### config.mk
export PLATFORM = sky130hd
export DESIGN_NAME = multi_client_watchdog
export DESIGN_NICKNAME = d
export VERILOG_FILES = /design/src/sv/mcw_pkg.sv /design/src/sv/mcw_ram.sv /design/src/sv/mcw_check.sv /design/src/sv/multi_client_watchdog.sv
export VERILOG_INCLUDE_DIRS = /design/src /design/src/sv
export SDC_FILE = /design/constraint.sdc
export NUM_CORES = 2
export LEC_CHECK = 0
export BUFFER_PORTS_ARGS = -buffer_cell sky130_fd_sc_hd__buf_2
export CAP_MARGIN = 20
export CORE_UTILIZATION = 57
export CTS_CLUSTER_DIAMETER = 50
export DETAILED_ROUTE_END_ITERATION = 16
export PLACE_DENSITY = 0.8
export SLEW_MARGIN = 10
export SYNTH_ARGS = -nofsm -noshare
export SYNTH_HDL_FRONTEND = slang
export SYNTH_SLANG_ARGS = --single-unit
### constraint.sdc
create_clock -name i_clk -period 15.5 [get_ports i_clk]
set_input_delay 1.55 -clock i_clk [delete_from_list [all_inputs] [get_ports i_clk]]
set_output_delay 1.55 -clock i_clk [all_outputs]
set_load 0.02 [all_outputs]
### src/sv/multi_client_watchdog_defines.svh
// Assertion macros used by the watchdog top level.
`ifndef MULTI_CLIENT_WATCHDOG_DEFINES_SVH
`define MULTI_CLIENT_WATCHDOG_DEFINES_SVH

// Same-cycle implication, reset masks the check.
`define MCW_AST_IMP(lbl, clk, rstn, ante, cons, msg) \
    lbl: assert property (@(posedge clk) disable iff (!(rstn)) (ante) |-> (cons)) \
        else $error(msg);

// Next-cycle implication, reset masks the check.
`define MCW_AST_NXT(lbl, clk, rstn, ante, cons, msg) \
    lbl: assert property (@(posedge clk) disable iff (!(rstn)) (ante) |=> (cons)) \
        else $error(msg);

`endif

### src/sv/mcw_pkg.sv
// Package: sizes, codes and record types of the multi-client watchdog.
`default_nettype none
package mcw_pkg;

    localparam int unsigned CLIENTS = 16;

    localparam int unsigned SLOT_W = 4;
    localparam int unsigned TIME_W = 48;
    localparam int unsigned INTV_W = 40;
    localparam int unsigned MST_W  = 3;
    localparam int unsigned MODE_W = 3;
    localparam int unsigned STAT_W = 3;
    localparam int unsigned REP_W  = 2;
    localparam int unsigned CIDX_W = 2;
    localparam int unsigned CFG_W  = INTV_W;

    localparam int unsigned AW    = (CLIENTS > 1) ? $clog2(CLIENTS) : 1;
    localparam int unsigned IDX_W = $clog2(CLIENTS + 1);

    localparam logic [MODE_W-1:0] MODE_TICK  = 3'd0;
    localparam logic [MODE_W-1:0] MODE_REG   = 3'd1;
    localparam logic [MODE_W-1:0] MODE_PING  = 3'd2;
    localparam logic [MODE_W-1:0] MODE_UNREG = 3'd3;
    localparam logic [MODE_W-1:0] MODE_SETST = 3'd4;

    localparam logic [STAT_W-1:0] STAT_OK     = 3'd0;
    localparam logic [STAT_W-1:0] STAT_BADPAR = 3'd1;
    localparam logic [STAT_W-1:0] STAT_DUP    = 3'd2;
    localparam logic [STAT_W-1:0] STAT_NOREG  = 3'd3;
    localparam logic [STAT_W-1:0] STAT_FULL   = 3'd4;

    localparam logic [REP_W-1:0] REP_PING = 2'd1;
    localparam logic [REP_W-1:0] REP_ALL  = 2'd2;

    localparam logic [CIDX_W-1:0] CFG_ENABLE   = 2'd0;
    localparam logic [CIDX_W-1:0] CFG_CRASH    = 2'd1;
    localparam logic [CIDX_W-1:0] CFG_MIN_INTV = 2'd2;

    localparam logic [INTV_W-1:0] MIN_INTV_RST = 40'd500000;

    // One client slot as held in the state memory.
    typedef struct packed {
        logic [MST_W-1:0]  mon_state;
        logic [INTV_W-1:0] interval;
        logic [INTV_W-1:0] wait_us;
        logic [TIME_W-1:0] reg_at;
        logic [TIME_W-1:0] last_upd;
    } t_rec;

    localparam int unsigned REC_W = $bits(t_rec);

    // Verdict of the check unit for one slot.
    typedef struct packed {
        logic              stale;
        logic              hit;
        logic [TIME_W-1:0] od_new;
        logic [TIME_W-1:0] od_rep;
    } t_chk;

endpackage
`default_nettype wire

### src/sv/mcw_ram.sv
// Generic single-write, single-read synchronous RAM with registered read.
`default_nettype none
module mcw_ram #(
    parameter int unsigned WIDTH = 8,
    parameter int unsigned DEPTH = 16,
    parameter int unsigned AW    = 4
) (
    input  logic             i_clk,
    input  logic             i_we,
    input  logic [AW-1:0]    i_waddr,
    input  logic [WIDTH-1:0] i_wdata,
    input  logic             i_re,
    input  logic [AW-1:0]    i_raddr,
    output logic [WIDTH-1:0] o_rdata
);

    logic [WIDTH-1:0] r_mem [DEPTH];
    logic [WIDTH-1:0] r_rdata;

    always_ff @(posedge i_clk) begin
        if (i_we) begin
            r_mem[i_waddr] <= i_wdata;
        end
    end

    // Hold read data until the next read.
    always_ff @(posedge i_clk) begin
        if (i_re) begin
            r_rdata <= r_mem[i_raddr];
        end
    end

    assign o_rdata = r_rdata;

endmodule
`default_nettype wire

### src/sv/mcw_check.sv
// Check unit: registered overdue and stale verdict for one slot record.
`default_nettype none
module mcw_check import mcw_pkg::*; (
    input  logic             i_clk,
    input  logic             i_en,
    input  t_rec             i_rec,
    input  logic [TIME_W-1:0] i_now,
    input  logic [MST_W-1:0] i_app_state,
    output t_chk             o_chk
);

    localparam int unsigned D_W = TIME_W + 2;

    logic [D_W-1:0] diff_upd;
    logic [D_W-1:0] diff_reg;
    logic           hit_upd;
    logic           hit_reg;
    t_chk           r_chk;

    // Signed margins: elapsed minus limit, positive means past the limit.
    assign diff_upd = D_W'(i_now) - D_W'(i_rec.last_upd) - D_W'(i_rec.interval);
    assign diff_reg = D_W'(i_now) - D_W'(i_rec.reg_at) - D_W'(i_rec.wait_us);
    assign hit_upd  = !diff_upd[D_W-1] && (diff_upd != '0);
    assign hit_reg  = !diff_reg[D_W-1] && (diff_reg != '0);

    always_ff @(posedge i_clk) begin
        if (i_en) begin
            r_chk.stale  <= (i_app_state > i_rec.mon_state);
            r_chk.hit    <= hit_upd && hit_reg;
            r_chk.od_new <= diff_upd[TIME_W-1:0];
            r_chk.od_rep <= i_now - i_rec.last_upd;
        end
    end

    assign o_chk = r_chk;

endmodule
`default_nettype wire

### src/sv/multi_client_watchdog.sv
// Top level: multi-client watchdog with slot table in a synchronous RAM.
// Non-tick results are loaded in ST_DEC (a ping's in ST_PWB, after its record read),
// each waiting while the output register is full; the sequencer holds one item and
// takes no new input beat until it is back in ST_IDLE. A tick holds the input for
// the per-slot read, check and write-back on the single RAM port pair.
// Reset: synchronous, active low; clears control, valid/flag bits and config; RAM not cleared.
`default_nettype none
`include "multi_client_watchdog_defines.svh"
module multi_client_watchdog import mcw_pkg::*; (
    input  logic                     i_clk,
    input  logic                     i_rst_n,
    // configuration write port
    input  logic                     i_cfg_we,
    input  logic [CIDX_W-1:0]        i_cfg_idx,
    input  logic [CFG_W-1:0]         i_cfg_wdata,
    // input channel
    input  logic                     i_in_valid,
    output logic                     o_in_ready,
    input  logic [MODE_W-1:0]        i_mode,
    input  logic [SLOT_W-1:0]        i_slot,
    input  logic [TIME_W-1:0]        i_now_us,
    input  logic [MST_W-1:0]         i_client_state,
    input  logic [INTV_W-1:0]        i_interval_us,
    input  logic signed [INTV_W-1:0] i_wait_us,
    input  logic [REP_W-1:0]         i_replace_mode,
    input  logic [MST_W-1:0]         i_app_state,
    // output channel
    output logic                     o_out_valid,
    input  logic                     i_out_ready,
    output logic [SLOT_W-1:0]        o_out_slot,
    output logic                     o_violation,
    output logic                     o_is_new,
    output logic [TIME_W-1:0]        o_overdue_us,
    output logic [STAT_W-1:0]        o_status,
    output logic                     o_crash,
    output logic                     o_last
);

    // Sequencer states
    localparam logic [2:0] ST_IDLE = 3'd0;  // wait for an input beat
    localparam logic [2:0] ST_DEC  = 3'd1;  // decode and apply the operation
    localparam logic [2:0] ST_PWB  = 3'd2;  // ping: write back refreshed record
    localparam logic [2:0] ST_TRD  = 3'd3;  // tick: pick next slot, issue read
    localparam logic [2:0] ST_TEV  = 3'd4;  // tick: check unit evaluates record
    localparam logic [2:0] ST_TWB  = 3'd5;  // tick: write back, emit flag beat
    localparam logic [2:0] ST_SUM  = 3'd6;  // tick: emit summary beat

    logic [2:0]         r_state, n_state;

    // configuration
    logic               r_enable;
    logic               r_crash_en;
    logic [INTV_W-1:0]  r_min_intv;

    // control state held in flops
    logic [CLIENTS-1:0] r_valid, n_valid;
    logic [CLIENTS-1:0] r_flag,  n_flag;
    logic [MST_W-1:0]   r_app,   n_app;
    logic [IDX_W-1:0]   r_idx,   n_idx;
    logic               r_any,   n_any;

    // captured item
    logic [MODE_W-1:0]  r_mode;
    logic [SLOT_W-1:0]  r_slot;
    logic [TIME_W-1:0]  r_now;
    logic [MST_W-1:0]   r_cstate;
    logic [INTV_W-1:0]  r_intv;
    logic [INTV_W-1:0]  r_wait;
    logic [REP_W-1:0]   r_rep;
    logic [MST_W-1:0]   r_appst;

    // output register
    logic               r_ov;
    logic [SLOT_W-1:0]  r_o_slot;
    logic               r_o_viol;
    logic               r_o_new;
    logic [TIME_W-1:0]  r_o_od;
    logic [STAT_W-1:0]  r_o_stat;
    logic               r_o_crash;
    logic               r_o_last;

    // beat to load
    logic               ld;
    logic [SLOT_W-1:0]  e_slot;
    logic               e_viol;
    logic               e_new;
    logic [TIME_W-1:0]  e_od;
    logic [STAT_W-1:0]  e_stat;
    logic               e_crash;
    logic               e_last;

    // RAM and check unit
    logic               ram_we;
    logic [AW-1:0]      ram_waddr;
    t_rec               ram_wdata;
    logic               ram_re;
    logic [AW-1:0]      ram_raddr;
    logic [REC_W-1:0]   ram_rdata;
    t_rec               rd_rec;
    t_rec               new_rec;
    logic               chk_en;
    t_chk               chk;

    // decode helpers
    logic [AW-1:0]      s_addr;
    logic [AW-1:0]      t_addr;
    logic               slot_ok;
    logic               s_valid;
    logic               params_bad;
    logic               tick_done;
    logic               out_free;
    logic               ping_path;

    assign rd_rec     = t_rec'(ram_rdata);
    assign s_addr     = AW'(r_slot);
    assign t_addr     = r_idx[AW-1:0];
    assign slot_ok    = (32'(r_slot) < CLIENTS);
    assign s_valid    = slot_ok && r_valid[s_addr];
    assign params_bad = (r_intv < r_min_intv) || r_wait[INTV_W-1];
    assign tick_done  = (r_idx == IDX_W'(CLIENTS));
    assign out_free   = !r_ov || i_out_ready;
    // a ping, or a register that degrades to a ping, needs a read-modify-write
    assign ping_path  = r_enable && s_valid &&
                        ((r_mode == MODE_PING) || ((r_mode == MODE_REG) && (r_rep == REP_PING)));

    assign o_in_ready = (r_state == ST_IDLE);

    // Fresh record for a new registration
    assign new_rec.mon_state = r_cstate;
    assign new_rec.interval  = r_intv;
    assign new_rec.wait_us   = r_wait;
    assign new_rec.reg_at    = r_now;
    assign new_rec.last_upd  = r_now;

    always_comb begin
        n_state   = r_state;
        n_valid   = r_valid;
        n_flag    = r_flag;
        n_app     = r_app;
        n_idx     = r_idx;
        n_any     = r_any;
        ld        = 1'b0;
        e_slot    = '0;
        e_viol    = 1'b0;
        e_new     = 1'b0;
        e_od      = '0;
        e_stat    = STAT_OK;
        e_crash   = 1'b0;
        e_last    = 1'b0;
        ram_we    = 1'b0;
        ram_waddr = s_addr;
        ram_wdata = new_rec;
        ram_re    = 1'b0;
        ram_raddr = s_addr;
        chk_en    = 1'b0;

        case (r_state)
            ST_IDLE: begin
                if (i_in_valid) begin
                    n_state = ST_DEC;
                end
            end

            ST_DEC: begin
                if (r_mode == MODE_TICK) begin
                    n_any   = 1'b0;
                    n_idx   = '0;
                    n_state = r_enable ? ST_TRD : ST_SUM;
                end else if (ping_path) begin
                    // fetch the record so that the registration time survives
                    ram_re  = 1'b1;
                    n_state = ST_PWB;
                end else if (out_free) begin
                    ld      = 1'b1;
                    e_last  = 1'b1;
                    e_slot  = (r_mode inside {MODE_REG, MODE_PING, MODE_UNREG}) ? r_slot : '0;
                    n_state = ST_IDLE;
                    if (r_enable) begin
                        case (r_mode)
                            MODE_REG: begin
                                if (!slot_ok) begin
                                    e_stat = STAT_FULL;
                                end else begin
                                    // replace all frees the slot before the checks
                                    if (s_valid && (r_rep == REP_ALL)) begin
                                        n_valid[s_addr] = 1'b0;
                                    end
                                    if (params_bad) begin
                                        e_stat = STAT_BADPAR;
                                    end else if (s_valid && (r_rep != REP_ALL)) begin
                                        e_stat = STAT_DUP;
                                    end else begin
                                        ram_we          = 1'b1;
                                        n_valid[s_addr] = 1'b1;
                                        n_flag[s_addr]  = 1'b0;
                                    end
                                end
                            end
                            MODE_PING: begin
                                e_stat = STAT_NOREG;
                            end
                            MODE_UNREG: begin
                                if (s_valid) begin
                                    n_valid[s_addr] = 1'b0;
                                    n_flag[s_addr]  = 1'b0;
                                end else begin
                                    e_stat = STAT_NOREG;
                                end
                            end
                            MODE_SETST: begin
                                n_app = r_appst;
                            end
                            default: begin
                            end
                        endcase
                    end
                end
            end

            ST_PWB: begin
                if (out_free) begin
                    ld                 = 1'b1;
                    e_slot             = r_slot;
                    e_last             = 1'b1;
                    ram_we             = 1'b1;
                    ram_wdata          = rd_rec;
                    ram_wdata.last_upd = r_now;
                    n_flag[s_addr]     = 1'b0;
                    n_state            = ST_IDLE;
                end
            end

            ST_TRD: begin
                ram_raddr = t_addr;
                if (tick_done) begin
                    n_state = ST_SUM;
                end else if (!r_valid[t_addr]) begin
                    n_idx = r_idx + IDX_W'(1);
                end else begin
                    ram_re  = 1'b1;
                    n_state = ST_TEV;
                end
            end

            ST_TEV: begin
                chk_en  = 1'b1;
                n_state = ST_TWB;
            end

            ST_TWB: begin
                ram_waddr = t_addr;
                ram_wdata = rd_rec;
                if (chk.stale) begin
                    // client not monitored in this state: restart its clocks
                    ram_we             = 1'b1;
                    ram_wdata.reg_at   = r_now;
                    ram_wdata.last_upd = r_now;
                    n_idx              = r_idx + IDX_W'(1);
                    n_state            = ST_TRD;
                end else if (chk.hit) begin
                    if (out_free) begin
                        ld                 = 1'b1;
                        e_slot             = SLOT_W'(t_addr);
                        e_viol             = 1'b1;
                        e_new              = !r_flag[t_addr];
                        e_od               = r_flag[t_addr] ? chk.od_rep : chk.od_new;
                        ram_we             = 1'b1;
                        ram_wdata.last_upd = r_now;
                        n_flag[t_addr]     = 1'b1;
                        n_any              = 1'b1;
                        n_idx              = r_idx + IDX_W'(1);
                        n_state            = ST_TRD;
                    end
                end else begin
                    n_idx   = r_idx + IDX_W'(1);
                    n_state = ST_TRD;
                end
            end

            ST_SUM: begin
                if (out_free) begin
                    ld      = 1'b1;
                    e_viol  = r_any;
                    e_crash = r_any && r_crash_en;
                    e_last  = 1'b1;
                    n_state = ST_IDLE;
                end
            end

            default: begin
                n_state = ST_IDLE;
            end
        endcase
    end

    // Control registers
    always_ff @(posedge i_clk) begin
        if (!i_rst_n) begin
            r_state <= ST_IDLE;
            r_valid <= '0;
            r_flag  <= '0;
            r_app   <= '0;
            r_idx   <= '0;
            r_any   <= 1'b0;
        end else begin
            r_state <= n_state;
            r_valid <= n_valid;
            r_flag  <= n_flag;
            r_app   <= n_app;
            r_idx   <= n_idx;
            r_any   <= n_any;
        end
    end

    // Configuration registers
    always_ff @(posedge i_clk) begin
        if (!i_rst_n) begin
            r_enable   <= 1'b1;
            r_crash_en <= 1'b0;
            r_min_intv <= MIN_INTV_RST;
        end else if (i_cfg_we) begin
            case (i_cfg_idx)
                CFG_ENABLE:   r_enable   <= i_cfg_wdata[0];
                CFG_CRASH:    r_crash_en <= i_cfg_wdata[0];
                CFG_MIN_INTV: r_min_intv <= i_cfg_wdata[INTV_W-1:0];
                default: begin
                end
            endcase
        end
    end

    // Capture the item on its input beat
    always_ff @(posedge i_clk) begin
        if (i_in_valid && o_in_ready) begin
            r_mode   <= i_mode;
            r_slot   <= i_slot;
            r_now    <= i_now_us;
            r_cstate <= i_client_state;
            r_intv   <= i_interval_us;
            r_wait   <= $unsigned(i_wait_us);
            r_rep    <= i_replace_mode;
            r_appst  <= i_app_state;
        end
    end

    // Output register: drop valid once the beat is taken
    always_ff @(posedge i_clk) begin
        if (!i_rst_n) begin
            r_ov <= 1'b0;
        end else if (ld) begin
            r_ov <= 1'b1;
        end else if (i_out_ready) begin
            r_ov <= 1'b0;
        end
    end

    always_ff @(posedge i_clk) begin
        if (ld) begin
            r_o_slot  <= e_slot;
            r_o_viol  <= e_viol;
            r_o_new   <= e_new;
            r_o_od    <= e_od;
            r_o_stat  <= e_stat;
            r_o_crash <= e_crash;
            r_o_last  <= e_last;
        end
    end

    assign o_out_valid  = r_ov;
    assign o_out_slot   = r_o_slot;
    assign o_violation  = r_o_viol;
    assign o_is_new     = r_o_new;
    assign o_overdue_us = r_o_od;
    assign o_status     = r_o_stat;
    assign o_crash      = r_o_crash;
    assign o_last       = r_o_last;

    mcw_ram #(
        .WIDTH (REC_W),
        .DEPTH (CLIENTS),
        .AW    (AW)
    ) u_ram (
        .i_clk   (i_clk),
        .i_we    (ram_we),
        .i_waddr (ram_waddr),
        .i_wdata (ram_wdata),
        .i_re    (ram_re),
        .i_raddr (ram_raddr),
        .o_rdata (ram_rdata)
    );

    mcw_check u_check (
        .i_clk       (i_clk),
        .i_en        (chk_en),
        .i_rec       (rd_rec),
        .i_now       (r_now),
        .i_app_state (r_app),
        .o_chk       (chk)
    );

    // Assertions
    `MCW_AST_NXT(a_beat_to_decode, i_clk, i_rst_n, i_in_valid && o_in_ready,
                 r_state == ST_DEC, "input beat did not start decode")
    `MCW_AST_IMP(a_partial_is_flag, i_clk, i_rst_n, o_out_valid && !o_last,
                 o_violation && !o_crash && (o_status == STAT_OK),
                 "non-final beat is not a flag report")
    `MCW_AST_IMP(a_ram_write_state, i_clk, i_rst_n, ram_we,
                 (r_state == ST_DEC) || (r_state == ST_PWB) || (r_state == ST_TWB),
                 "RAM written outside a write-back state")
    `MCW_AST_IMP(a_walk_bound, i_clk, i_rst_n, r_state == ST_TWB, !tick_done,
                 "tick write-back past the last slot")

endmodule
`default_nettype wire
# Word level (Yosys, flattened, before mapping)
# Memory sizes are Yosys's and may differ from the RTL's. A register that Yosys moved wholly into a read port is not among the register bits.
# Cells that the tools add are included.
# totals
reg_bits	387
n_memories	1
output_inout_bits	61
ramBits	2864
# memory_table
memory	depth	width	read_ports	rd_clocked_by_memory_dff	wr	line	text
u_ram.r_mem	16	179	1	1	1	mcw_ram.sv:17	logic [WIDTH-1:0] r_mem [DEPTH];
# classes
n_bitwise	12
magnitude_cmp	6
add_sub_neg	6
n_eq_ne	35
n_mux	107
n_reduce_logical	43
# ops
cell	count
179-bit case mux with 2 select lines	1
16-bit 2-to-1 mux	21
48-bit 2-to-1 mux	5
179-bit 2-to-1 mux	1
50-bit nonzero test	2
50-bit by 40-bit subtractor with 50-bit output	2
48-bit by 48-bit subtractor with 49-bit output	2
16-bit case mux with 2 select lines	2
16-bit case mux with 3 select lines	1
48-bit subtractor	1
40-bit less-than comparator	1
4-bit 2-to-1 mux	10
16-bit AND	2
1-bit 2-to-1 mux	32
16-bit bitwise OR	2
3-bit 2-to-1 mux	10
5-bit 2-to-1 mux	6
2-bit != test, second input constant	13
3-bit case mux with 6 select lines	1
16-bit NOT	1
3-bit != test, second input constant	5
5-bit case mux with 3 select lines	1
13-bit AND reduction	1
1-bit binary-select mux with 4-bit select	3
other kinds (34)	83

# Logic depth before layout (Yosys ltp)
# depth
word_depth	17
depth_mapped	29
depth_no_buf	27

# By module
# From an unflattened synthesis, not the netlist that was laid out.
# hier_totals
cells_unflattened	7767
area_unflattened_um2	141545.8
# by_module_without_submodules
module	seq_area_each_um2	instances	area_each_um2	cells_per_inst
mcw_ram	91377.6	1	112709.3	4674
mcw_check	2942.8	1	14488.9	1890
multi_client_watchdog	7777.5	1	14347.5	1203

# Least setup slack after synthesis
# OpenSTA, ideal clock, no wires.
# synth_timing
kind	register to register
from	register r_slot[0]
to	memory u_ram.r_mem[7][0] (netlist name) (enable)
t_required_ns	14.564
path_stages_with_launch	11
arrival_ns	14.882
setup_time_ns	0.936
period_less_slack_ns	15.818
setup_slack_ns	-0.318
cell_sequence	edfxtp_1 > buf_2 > mux4_2 > mux4_2 > o2111ai_2 > nor2b_1 > nand3_1 > nor4_1 > a21oi_1 > clkbuf_1 > nor3_1
# synth_via
elab_chain_cells	13
word_cells_on_any_way	16
classes_between	mux (13); reduce/logical (3)
# synth_lines
item	line	text
start: declaration	multi_client_watchdog.sv:64	logic [SLOT_W-1:0] r_slot;
start signal: assignment	multi_client_watchdog.sv:336	r_slot <= i_slot;
1-bit binary-select mux with 4-bit select	multi_client_watchdog.sv:118	assign s_valid = slot_ok && r_valid[s_addr];
1-bit 2-to-1 mux (not written as such)	multi_client_watchdog.sv:118	
1-bit logical AND	multi_client_watchdog.sv:190	end else if (s_valid && (r_rep != REP_ALL)) begin
1-bit 2-to-1 mux	multi_client_watchdog.sv:190	
1-bit 2-to-1 mux	multi_client_watchdog.sv:188	if (params_bad) begin
1-bit 2-to-1 mux	multi_client_watchdog.sv:179	case (r_mode)
1-bit 2-to-1 mux	multi_client_watchdog.sv:178	if (r_enable) begin
1-bit 2-to-1 mux	multi_client_watchdog.sv:173	end else if (out_free) begin
1-bit 2-to-1 mux	multi_client_watchdog.sv:169	end else if (ping_path) begin
1-bit 2-to-1 mux	multi_client_watchdog.sv:165	if (r_mode == MODE_TICK) begin
1-bit case mux with 3 select lines	multi_client_watchdog.sv:157	case (r_state)
1-bit 2-to-1 mux	mcw_ram.sv:21	if (i_we) begin
1-bit 2-to-1 mux (not written as such)	mcw_ram.sv:22	r_mem[i_waddr] <= i_wdata;
end: declaration	mcw_ram.sv:17	
# Parallel ways exist; a longest one is shown, timed or not. The select of a mux whose other input is x is not followed.

# Final worst setup path
# layout_timing
from	register r_now[2]
to	register u_check.r_chk, in the netlist u_check.o_chk[96], data pin
# layout_via
elab_chain_cells	5
word_cells_on_any_way	11
classes_between	add/sub (4); reduce/logical (7)
# layout_lines
item	line	text
start: declaration	multi_client_watchdog.sv:65	logic [TIME_W-1:0] r_now;
start signal: assignment	multi_client_watchdog.sv:337	r_now <= i_now_us;
48-bit by 48-bit subtractor with 49-bit output (on tied branches)	mcw_check.sv:21, mcw_check.sv:22	
50-bit by 40-bit subtractor with 50-bit output (on tied branches)	mcw_check.sv:21, mcw_check.sv:22	
50-bit nonzero test, or another cell as far along	mcw_check.sv:23	assign hit_upd = !diff_upd[D_W-1] && (diff_upd != '0);
1-bit logical AND (on tied branches)	mcw_check.sv:23, mcw_check.sv:24	
1-bit logical AND *	mcw_check.sv:29	r_chk.hit <= hit_upd && hit_reg;
end: declaration	mcw_check.sv:18	t_chk r_chk;
# Every way passes the cells marked *; elsewhere a longest branch is shown, timed or not.
# A chain may end at the register's enable or synchronous reset.

==> parameters.txt <==
Parameter                              Value

GRT
  Wire length of the first global-routing pass    565 mm
  Aggregate global routing overflow    0
  Pin count of the biggest net entering global routing    121
  Met1 Usage GRT    0.421
  GR peak layer    met2
  Number of antenna violations at the first check in global routing    32
  Via count of the first global-routing pass    81800
  Total global-route track usage    0.312
  GR met3 Demand/Resource    0.0636
  Met2 demand-to-capacity share in global routing    0.489

Synthesis
  Sequential area share after synthesis    0.715
  Cell area after technology mapping    143000 µm²
  Most instantiated flip-flop cell in the synthesis netlist    edfxtp_1
  Post-synthesis async set-or-reset flop share    0
  Area share of the largest cell type after synthesis    0.703
  Syn Inst Count    8158
  Post-Synthesis Net Count    8574
  Cell with the most instances after synthesis    edfxtp_1
  Mean instance size in the synthesized netlist    17.5 µm²
  Post-synth top cells    3342 x edfxtp_1, 731 x mux4_2, 719 x nand2_1
  Area leader, netlist    edfxtp_1
  Cell types occupying the most area after synthesis    edfxtp_1 70%, mux4_2 12%, ha_1 1.9%
  Register bit count reported by yosys    3429
  Total of warnings raised by yosys    0
  Number of synthesized flops with an enable pin    3342
  Number of distinct library cells after synthesis    101

Power
  Pleak    52.6 nW
  Switching part of the total    0.229
  Sum of internal, switching and leakage power    20.6 mW
  Net Sw Power    4.73 mW
  Clock power frac    0.425
  Power per standard cell area    129 nW/µm²
  Highest ir drop seen on vdd    0.143 mV
  Internal    15.9 mW
  Comb power frac    0.073
  Register share of total power    0.502

Worst setup path
  Setup crit start    r_now[2]
  Maximum net fanout on the critical path    7
  Worst setup EP type    register
  Arr. time, crit path    8160 ps
  Worst reg2reg path endpoint    u_check.o_chk[96]
  Cell count of the worst reg-to-reg path    26
  Critical Path Source Type    register
  Crit path capture    u_check.o_chk[96]
  Data required time at the worst endpoint    16090 ps
  RR Startpoint    r_now[2]
  Worst-case register-to-register setup slack    7930 ps
  Path type of the worst setup path    reg2reg

Timing
  Hold violation count in the final report    0
  Tightest slew margin relative to the limit    0.242
  RSZ-0062 raised after global routing    false
  Endpoints failing setup    0
  Clock Skews    70.5 ps
  Worst slew pin tran    1140 ps
  Final count of pins violating max slew    0
  Final period demand of the worst path    7570 ps
  Setup_tns    0 ps
  Post-route clock period utilization    0.488
  Upper clock frequency limit    0.132 GHz

CTS
  Clk Latency, worst-skew pair    900 ps
  Post-cts repair resize count    0
  Post-CTS Repair Setup Buffers    0
  Number of buffers between clock root and the deepest sink    4
  CTS tree    yes
  Clock buffers created by TritonCTS    360
  Number of H-tree branching levels    5
  CTS root buffer    clkbuf_16
  Num Clock Sinks    3429
  Clock transition at the register clock pins on the worst setup and hold paths after CTS    60 ps
  Cts hold-fix bufs    0

Routing
  Residual antenna-violating net count after detailed routing    0
  Wire length per cell    32.6 µm
  Final routed wirelength across all metal layers    395 mm
  Drc violations    0
  TritonRoute pass-1 iters    6
  Number of design-rule violations left by the first detailed-router iteration    11800
  Vias    82300
  Via count normalized by instance count    6.79

Outcome
  Result of the run    complete, no violations

Job
  MaxCap Viol Count    0

Floorplanning
  Die Ht    502 µm
  Area of the core region    249000 µm²
  Die outline width    502 µm
  Initial core utilization    0.574
  Die Area    252000 µm²
  Boundary pin count    251
  Placement row count    183

Place
  Input/output buffers    249
  RePlAce Congestion    0.965
  Placed wire-length estimate after detailed placement    225 mm

Final layout
  Area growth from synthesis to final layout    12.2%
  Nets    8907
  Fraction of final layout cells with drive strength greater than 1    0.211

Worst hold path
  Worst min-delay path class    reg2reg
## cells by family after synthesis
group,count (synthesis),synth area share
DFF,3429,0.715
and+or+nand+nor,1541,0.0509
AOI/OAI and AO/OA,1194,0.0557
muxes,921,0.130
buffers and inverters,699,0.0190
adders and majority gates,226,0.0200
xor gates and xnor gates,147,0.00915
other,1,0.0000263
## stage by stage
step	hold WS [ps]	util	std cells	area, µm²	setup slack [ps]
floorplan	443	-	8158	143000	-318
global placement	456	0.595	11500	148000	8230
detailed placement	461	0.595	11500	148000	8060
CTS	469	0.643	12100	160000	8000
global route	482	0.644	12100	160000	7120
finish	472	0.644	12100	160000	7930
## how the worst min path moves through the flow
| stage | to | slack [ps] | depth (start not counted) | start |
|---|---|---|---|---|
| global placement | r_min_intv[23] | 460 | 2 | r_min_intv[23] |
| CTS | r_min_intv[32] | 470 | 2 | r_min_intv[32] |
| detailed placement | r_min_intv[32] | 460 | 2 | r_min_intv[32] |
| finish | r_min_intv[32] | 470 | 2 | r_min_intv[32] |
| global route | r_min_intv[32] | 480 | 2 | r_min_intv[32] |
| floorplan | r_min_intv[1] | 440 | 2 | r_min_intv[1] |
## critical path, cell delays in order (launching register included)
cell and delay (ps):
edfxtp_1 450, ha_1 400, o21a_1 200, o31a_1 120
o31ai_1 570, o22a_1 340, nand2b_1 80, a21oi_1 240
o21bai_1 100, a21oi_1 260, o21bai_1 100, a21oi_1 300
o21ai_0 150, xnor2_1 200, ha_1 440, and3_1 240
nand4_1 130, o32ai_1 290, a211oi_1 110, xnor2_1 150
or4_1 450, a2111oi_0 440, nand4_1 230, nor4_1 440
o2111ai_1 180, o211ai_1 570, nor3_2 90
## power groups by stage
stage | registers [mW] | logic [mW] | clock network [mW]
3_3_place_gp | 10.5 | 1.44 | 0
5_1_grt | 10.4 | 1.61 | 9.17
2_1_floorplan | 10.5 | 1.02 | 0
6_report | 10.4 | 1.51 | 8.77
3_5_place_dp | 10.5 | 1.47 | 0
4_1_cts | 10.4 | 1.49 | 8.83
## flip-flops by register name, indices dropped and copies added, names as in the netlist, 5 cells and up
signal and flops:
u_ram.o_rdata 179, o_overdue_us 48, r_idx 5, r_wait 40
r_valid 16, r_now 48, r_min_intv 40, r_flag 16
u_check.o_chk 98, u_ram.r_mem 2864, r_intv 40
## routing by layer
layer  wire, µm  part of all wire
met1     144000              0.36
met5        111           0.00028
met4      20800             0.053
met2     185000              0.47
met3      45400              0.11
## layout by cell type (no fill, tap or decap), types with 26 or more instances in the layout
master,n
o211ai_1,32
edfxtp_1,3342
buf_4,122
nor2_1,188
clkinv_1,63
nand2_1,718
a31oi_1,201
o21ai_1,26
ha_1,222
nor3_1,68
mux2_2,130
or3_1,28
a211oi_1,206
o21ai_0,153
o21bai_1,31
mux4_2,730
nand3_1,96
mux2i_1,57
a21boi_0,48
inv_1,279
a21oi_1,219
nor2b_1,34
xor2_1,56
and2_1,216
a21o_1,110
dfxtp_1,87
clkbuf_16,365
clkinv_2,52
bufinv_16,42
clkbuf_1,54
xnor2_1,90
buf_2,249
nand4_1,65
## layout make-up
class                   instances  area [µm²]
diodes                         20        50.0
clock buffers                 419        9340
clock inverters               234        2700
fillers                     16100       88600
inverters                     280        1050
multi-input cells            4030       38100
flip-flops and latches       3429      102000
well taps                    3330        4170
repair buffers                390        2520
No activity file was read; power rests on OpenSTA's default activity.
